<file path="src/hw/rtl/somr_pkg.sv">
// shared types and constants for the symmetry orbit minimum block
`timescale 1ns / 1ps
`default_nettype none
package somr_pkg;
   localparam int MaxSites  = 64;
   localparam int MaxSyms   = 32;
   localparam int SiteW     = 6;
   localparam int SymW      = 5;
   localparam int CountW    = 6;
   localparam int StateW    = 64;
   localparam int PermDepth = MaxSyms * MaxSites;
   localparam int PermAddrW = SymW + SiteW;

   localparam logic CMD_WRITE = 1'b0;
   localparam logic CMD_QUERY = 1'b1;

   localparam logic CSR_SITE_COUNT = 1'b0;
   localparam logic CSR_SYM_COUNT  = 1'b1;

   typedef struct packed {
      logic              command;
      logic [SymW-1:0]   sym_slot;
      logic [SiteW-1:0]  source_site;
      logic [SiteW-1:0]  target_site;
      logic [StateW-1:0] state_bits;
   } req_type;

   typedef struct packed {
      logic [StateW-1:0] representative;
      logic [SymW-1:0]   sym_index;
      logic [CountW-1:0] tie_count;
      logic              last;
   } rsp_type;

   typedef enum logic [2:0] {
      ST_IDLE,
      ST_SCAN,
      ST_DRAIN,
      ST_COMPARE,
      ST_EMIT
   } state_type;

   // one memory read per cycle; this is the sequencer's view of the permutation accumulator
   typedef struct packed {
      logic clear;
      logic fold;
   } perm_ctl_type;
endpackage
`default_nettype wire

</file>
<file path="src/hw/rtl/somr_perm_unit.sv">
// shared permutation accumulator: ORs one moved bit into the permuted word per cycle while fold is set
`timescale 1ns / 1ps
`default_nettype none
module somr_perm_unit (
   input  wire logic                          clock,
   input  wire somr_pkg::perm_ctl_type        ctl,
   input  wire logic                          bit_value,
   input  wire logic [somr_pkg::SiteW-1:0]    target,
   output logic      [somr_pkg::StateW-1:0]   acc
);
   import somr_pkg::*;
   logic [StateW-1:0] acc_ff, acc_in, base;

   always_comb begin
      base   = ctl.clear ? '0 : acc_ff;
      acc_in = base;
      if (ctl.fold && bit_value) acc_in[target] = 1'b1;
   end

   always_ff @(posedge clock) begin
      acc_ff <= acc_in;
   end

   assign acc = acc_ff;
endmodule
`default_nettype wire

</file>
<file path="config.mk">
export PLATFORM = sky130hd
export DESIGN_NAME = somr_perm_unit
export DESIGN_NICKNAME = d
export VERILOG_FILES = /design/src/hw/rtl/somr_pkg.sv /design/src/hw/rtl/somr_perm_unit.sv
export SDC_FILE = /design/constraint.sdc
export NUM_CORES = 1
export LEC_CHECK = 0
export BUFFER_PORTS_ARGS = -buffer_cell sky130_fd_sc_hd__buf_2
export CORE_MARGIN = 1.5
export CORE_UTILIZATION = 45
export DETAILED_ROUTE_END_ITERATION = 12
export GPL_TIMING_DRIVEN = 0
export PLACE_DENSITY_LB_ADDON = 0.05
export SLEW_MARGIN = 5
export SYNTH_ARGS = -nofsm -noshare
export SYNTH_HDL_FRONTEND = slang
export SYNTH_SLANG_ARGS = --single-unit
</file>
<file path="constraint.sdc">
create_clock -name clock -period 1.3 [get_ports clock]
set_input_delay 0.13 -clock clock [delete_from_list [all_inputs] [get_ports clock]]
set_output_delay 0.13 -clock clock [all_outputs]
set_load 0.02 [all_outputs]
</file>
==> flow_summary_export.csv, run 1 <==
group,metric,value,unit
layout,fill_cells,454,
timing,min_period,993,ps
timing,drv_slew,0,
die,die_h,73.6,µm
layout,seq_area,0.00128,mm²
logic_synthesis,synth-seq-cells,64,
placed_design,numPortBuffers,72,
detailed_routing,remaining_drc_errors,0,
die,start_util,47.2,%
global_routing,grt-ovfl-total,0,
clock_network,cts_setup_buffers,0,
worst_setup_path,crit_fanout,2,
clock_network,cts.sinks,64,
timing,rsz0062_at_grt,"no",
layout,multiInputGateArea,659,µm²
layout,area_growth,27.5,%
logic_synthesis,yosysSeqAreaShare,57.1,%
placed_design,routabilityCongestion,0.712,
timing,worst_slew_pin_slew,594,ps
logic_synthesis,synthMuxAreaShare,0,%
clock_network,cts_tree,"yes",
logic_synthesis,synth_adder_area_share,0,%
timing,fmax,1010,MHz
worst_setup_path,critical_path.endpoint_type,"primary output",
worst_setup_path,max_stage_delay,350,ps
global_routing,grt_pass1_vias,1694,
logic_synthesis,synth_xor_area_share,0,%
layout,layout.nets,324,
layout,drive_gt1_share,29.7,%
logic_synthesis,synth-simple-area-share,10.4,%
detailed_routing,firstDrtPassIters,4,
logic_synthesis,synth_compound_area_share,19.0,%
logic_synthesis,netlist_area,0.00224,mm²
logic_synthesis,synth_nets,241,
worst_setup_path,crit_family,"flip-flops",
worst_setup_path,path_class,"reg2out",
layout,layout_common_cells,"76 x buf_2, 64 x inv_1, 64 x dfxtp_1, 60 x o22ai_1, 12 x clkbuf_8",
detailed_routing,routed_via_density,4.97,
power,p_leak,1.14,nW
logic_synthesis,yosys-top-cells-area,"dfxtp_1 57%, o22ai_1 17%, inv_1 11%",
clock_network,cts_htree_levels,3,
logic_synthesis,synth_top_area_share,57.1,%
worst_setup_path,start_kind,"flip-flop",
die,coreArea,0.00475,mm²
die,die-area,0.00541,mm²
die,num_io_pins,74,
placed_design,dp.cells,370,
worst_hold_path,hold_class,"in2reg",
timing,period_share,76.4,%
worst_setup_path,cp_slowest_cell,"dfxtp_1",
clock_network,cts_buffers,9,
clock_network,cts_buffer_depth,2,
die,die_w,73.6,µm
timing,tns,0,ps
logic_synthesis,synth_top_family_by_area,"compound AO/OA/AOI/OAI gates",
global_routing,grt_max_degree,11,
logic_synthesis,yosys_warnings,0,
clock_network,holdBufCountCts,0,
logic_synthesis,synth_area_per_cell,9.71,µm²
worst_setup_path,worstPathArrival,860,ps
layout,largest_reg_flops,64,
power,power_density,1290,mW/mm²
detailed_routing,routed_wl,5290,µm
global_routing,grt_pass1_wl,8280,µm
logic_synthesis,synth_top_area_cell,"dfxtp_1",
detailed_routing,via_count,1907,
status,status,"finished clean",
clock_network,cts_resized,0,
clock_network,clockRootBuffer,"clkbuf_8",
timing,maxSlewHeadroom,60.4,%
flow_run,max-cap-violations,0,
clock_network,clk_latency,330,ps
logic_synthesis,synthCells,231,
worst_setup_path,path_buf_inv,1,
worst_setup_path,crit_chain,"buf_2",
global_routing,antenna_found_initial,0,
power,peakVddDrop,707,µV
timing,skew,0,ps
timing,finalSetupViolCount,0,
worst_setup_path,required,1170,ps
layout,final_common_cell,"buf_2",
detailed_routing,ant_nets,0,
placed_design,place_hpwl,3660,µm
die,rows,25,
timing,final_hold_viol_count,0,
clock_network,cts.clk_slew.worst_paths,60,ps
detailed_routing,routedWlPerCell,13.8,µm
global_routing,track_usage,20.7,%
logic_synthesis,yosys.cell_types.count,13,
layout,diodes,0,
layout,final_cells,384,
power,finalPower,3.67,mW
detailed_routing,drtIter0Drc,66,
==> area by class of cell <==
cell class,instances,share of cell area (%)
well taps,67,2.93
clock buffers,14,6.04
repair buffers,72,12.6
plain buffers,15,2.14
multi-input cells,88,23.1
inverters,64,8.40
flip-flops and latches,64,44.8
==> per-stage QoR <==
stage	worst slack (ps)	area, µm²	utilization [%]	hold slack (ps)
2_1_floorplan	346	2240	-	341
3_3_place_gp	19.9	2690	56.5	444
3_5_place_dp	2.92	2690	56.5	448
4_1_cts	294	2860	60.1	182
5_1_grt	256	2860	60.1	224
6_report	307	2860	60.1	201
==> Yosys cell counts <==
library cell and instances:
nand4bb_1 8, nand4b_1 8, buf_1 7, nand4_1 3, buf_2 4, o22ai_1 60
dfxtp_1 64, or4b_4 1, o22ai_2 4, or4_4 1, inv_1 64, or4b_1 3
clkbuf_1 4
==> per-layer routing <==
layer,wire length (µm),up-vias,global-route usage (%)
li1,-,969,-
met1,2540,881,28.4
met2,2370,46,29.6
met3,254,11,4.53
met4,121,0,12.3
met5,0,-,0
==> cell families (layout without fill, tap and decap cells) <==
logic type      after synthesis  after routing
buf+inv                      79            165
compound gates               64             64
flops                        64             64
simple gates                 24             24
==> worst reg2reg max path, cell delays in order, from the launching register on <==
cell and delay (ps):
dfxtp_1 340, inv_1 40, o22ai_1 160
==> where the power goes <==
part | switching, mW | leakage (nW) | total [mW] | internal (mW)
clock | 0.658 | 0.0886 | 1.49 | 0.829
combinational | 0.138 | 0.536 | 0.204 | 0.0660
sequential | 0.00698 | 0.516 | 1.98 | 1.98
==> worst paths after layout <==
path,startpoint,endpoint,slack (ps),cells after the start
max reg2reg,acc[59],acc[59],670,2
min reg2reg,acc[21],acc[21],450,2
min,target[3],acc[9],200,3
max,acc[43],acc[43],310,1
Note: power is estimated with default switching activity, not from simulation.
==> run 2, diff against run 1 <==
--- a/config.mk
+++ b/config.mk
@@ -5,9 +5,10 @@
 export SDC_FILE = /design/constraint.sdc
 export NUM_CORES = 1
 export LEC_CHECK = 0
+export ABC_AREA = 1
 export BUFFER_PORTS_ARGS = -buffer_cell sky130_fd_sc_hd__buf_2
 export CORE_MARGIN = 1.5
-export CORE_UTILIZATION = 45
+export CORE_UTILIZATION = 44
 export DETAILED_ROUTE_END_ITERATION = 12
 export GPL_TIMING_DRIVEN = 0
 export PLACE_DENSITY_LB_ADDON = 0.05
==> constraint.sdc (replaced) <==
create_clock -name clock -period 0.89 [get_ports clock]
set_input_delay 0.089 -clock clock [delete_from_list [all_inputs] [get_ports clock]]
set_output_delay 0.089 -clock clock [all_outputs]
set_load 0.02 [all_outputs]
==> run 2 against run 1 <==
The run now ends with setup timing left; combinational power is 31% higher; first-iteration DRC count is 86% higher; setup slack worse by 380 ps; sequential power is 46% higher; register-to-register slack worse by 440 ps; critical path depth is 5 higher; clock-buffer cell count stayed put; clock power is 91% higher; total power is 64% higher; routed wire length is 8.7% higher; critical path type is now in2reg; largest power group unchanged.
==> flow_summary_export.csv, run 2 <==
group,metric,value,unit
detailed_routing,routed_wl,5740,µm
worst_setup_path,start_kind,"primary input",
layout,seq_area,0.00136,mm²
clock_network,cts.clk_slew.worst_paths,70,ps
logic_synthesis,synthCells,294,
logic_synthesis,synth_area_per_cell,7.37,µm²
logic_synthesis,synth-edff-count,0,
power,power.net_switching,1.23,mW
power,peakVddDrop,991,µV
logic_synthesis,synth_common_cells,"199 x nand2_1, 64 x dfxtp_1, 14 x nor2_1",
placed_design,numPortBuffers,73,
timing,rsz0062_at_grt,"yes",
layout,largest_reg_flops,64,
clock_network,cts_htree_levels,3,
die,coreArea,0.00472,mm²
layout,diodes,0,
power,power_frac_seq,48.3,%
logic_synthesis,yosys-top-cells-area,"dfxtp_1 59%, nand2_1 34%, nor2_1 2.4%",
die,die_w,73.2,µm
layout,final_common_cell,"nand2_1",
power,p_comb_share,4.4,%
worst_setup_path,crit_top_cell,"nand2_1",
power,power_density,1800,mW/mm²
timing,fmax,1040,MHz
detailed_routing,routed_via_density,4.57,
timing,fin_ws,-72.1,ps
die,die_h,73.2,µm
worst_setup_path,max_stage_delay,640,ps
worst_setup_path,crit_fanout,8,
worst_setup_path,critical_path.endpoint_type,"flip-flop",
clock_network,cts_buffer_depth,2,
detailed_routing,routedWlPerCell,12.7,µm
timing,skew,0,ps
timing,maxSlewHeadroom,44.6,%
worst_setup_path,path_class,"in2reg",
die,num_io_pins,74,
die,die-area,0.00535,mm²
power,internal-power,4.78,mW
logic_synthesis,synthArstFlopShare,0,%
clock_network,clockRootBuffer,"clkbuf_8",
timing,tns,-666,ps
layout,layout_common_cells,"199 x nand2_1, 64 x buf_6, 63 x dfxtp_2, 12 x nor2_1, 12 x clkbuf_8",
power,p_leak,1.71,nW
logic_synthesis,synth-seq-cells,64,
detailed_routing,via_count,2060,
worst_setup_path,worstPathArrival,1230,ps
layout,multiInputGateArea,841,µm²
logic_synthesis,yosysMostFrequentCell,"nand2_1",
detailed_routing,ant_nets,0,
global_routing,grt_pass1_wl,9070,µm
detailed_routing,remaining_drc_errors,0,
logic_synthesis,yosys.cell_types.count,9,
clock_network,holdBufCountCts,0,
placed_design,routabilityCongestion,0.805,
clock_network,cts_tree,"yes",
clock_network,cts_buffers,9,
timing,whs,81.6,ps
power,finalPower,6.01,mW
clock_network,clk_latency,330,ps
power,netSwitchingFraction,20.5,%
layout,layout.nets,389,
die,rows,25,
power,clockPowerShare,47.3,%
detailed_routing,drtIter0Drc,123,
global_routing,track_usage,22.6,%
logic_synthesis,ys.flop_type,"dfxtp_1",
layout,drive_gt1_share,40.6,%
logic_synthesis,synth_nets,304,
flow_run,max-cap-violations,0,
timing,worst_slew_pin_slew,829,ps
worst_setup_path,required,1160,ps
logic_synthesis,yosys_warnings,0,
worst_setup_path,crit_chain,"buf_2 > inv_1 > nand3_1 > nor2_1 > nand2_1 > nand2_1",
clock_network,cts.sinks,64,
status,violations,"setup timing",
global_routing,grt-ovfl-total,0,
logic_synthesis,yosysSeqAreaShare,59.2,%
placed_design,place_hpwl,3560,µm
logic_synthesis,synth_top_area_share,59.2,%
worst_setup_path,cp_slowest_cell,"nor2_1",
global_routing,grt_max_degree,11,
timing,min_period,962,ps
global_routing,antenna_found_initial,0,
timing,final_hold_viol_count,0,
timing,drv_slew,0,
timing,finalSetupViolCount,16,
layout,area_growth,54.2,%
worst_hold_path,hold_class,"in2reg",
status,status,"finished with violations",
layout,fill_cells,380,
logic_synthesis,synth_top_area_cell,"dfxtp_1",
global_routing,grt_pass1_vias,1906,
timing,period_share,108,%
logic_synthesis,netlist_area,0.00217,mm²
die,start_util,45.9,%
detailed_routing,firstDrtPassIters,4,
==> run 2: path summary, 6_finish.rpt <==
| path | startpoint | end | slack (ps) | depth (start not counted) |
|---|---|---|---|---|
| min | ctl[1] | acc[0] | 80 | 4 |
| max | target[0] | acc[28] | -70 | 6 |
| min reg2reg | acc[36] | acc[36] | 460 | 2 |
| max reg2reg | acc[2] | acc[2] | 230 | 3 |
==> run 2: cell type report <==
type / count / share of cell area [%]
sequential: 64 / 40.7
clock buffer: 14 / 5.17
buffer: 6 / 0.674
timing repair buffer: 74 / 23.2
tap: 67 / 2.51
multi-input combinational: 217 / 25.2
inverter: 7 / 0.787
clock inverter: 2 / 1.80
==> run 2: kinds of logic after synthesis <==
kind of cell | Yosys count | synth area share, %
flops | 64 | 59.2
simple gates | 217 | 38.6
buf+inv | 13 | 2.25
==> run 2: critical path, delay by kind of cell <==
kind                   cells  cell delay, ps
and+or+nand+nor            4             990
buffers and inverters      2             140
==> run 2: routing by layer <==
layer	track usage, %	wire length [µm]	share of wire [%]
met1	28.4	2590	45
met2	35.7	2700	47
met3	6.77	333	5.8
met4	10.5	119	2.1
met5	0	0	0
==> run 2: power groups by stage <==
stage                     clock network, mW  registers, mW  logic (mW)
after floorplan                           0           2.99       0.114
after global placement                    0           2.96       0.237
after detailed placement                  0           2.96       0.240
after CTS                              2.89           2.90       0.266
after global routing                   3.02           2.90       0.292
final                                  2.84           2.90       0.267
==> run 2: through the flow <==
stage	utilization, %	cells	setup slack (ps)	area, µm²
final	70.7	451	-72.1	3340
after global routing	70.7	451	-204	3340
after CTS	70.2	450	-79.8	3310
after detailed placement	55.4	434	-398	2620
after global placement	55.4	434	-360	2620
after floorplan	-	294	174	2170
==> run 2: repair_timing <==
action,CTS,global route
pin swaps,0,0
endpoints found under the setup margin,80,76
gates resized for setup,185,8
setup buffers,0,1
gates cloned,0,0
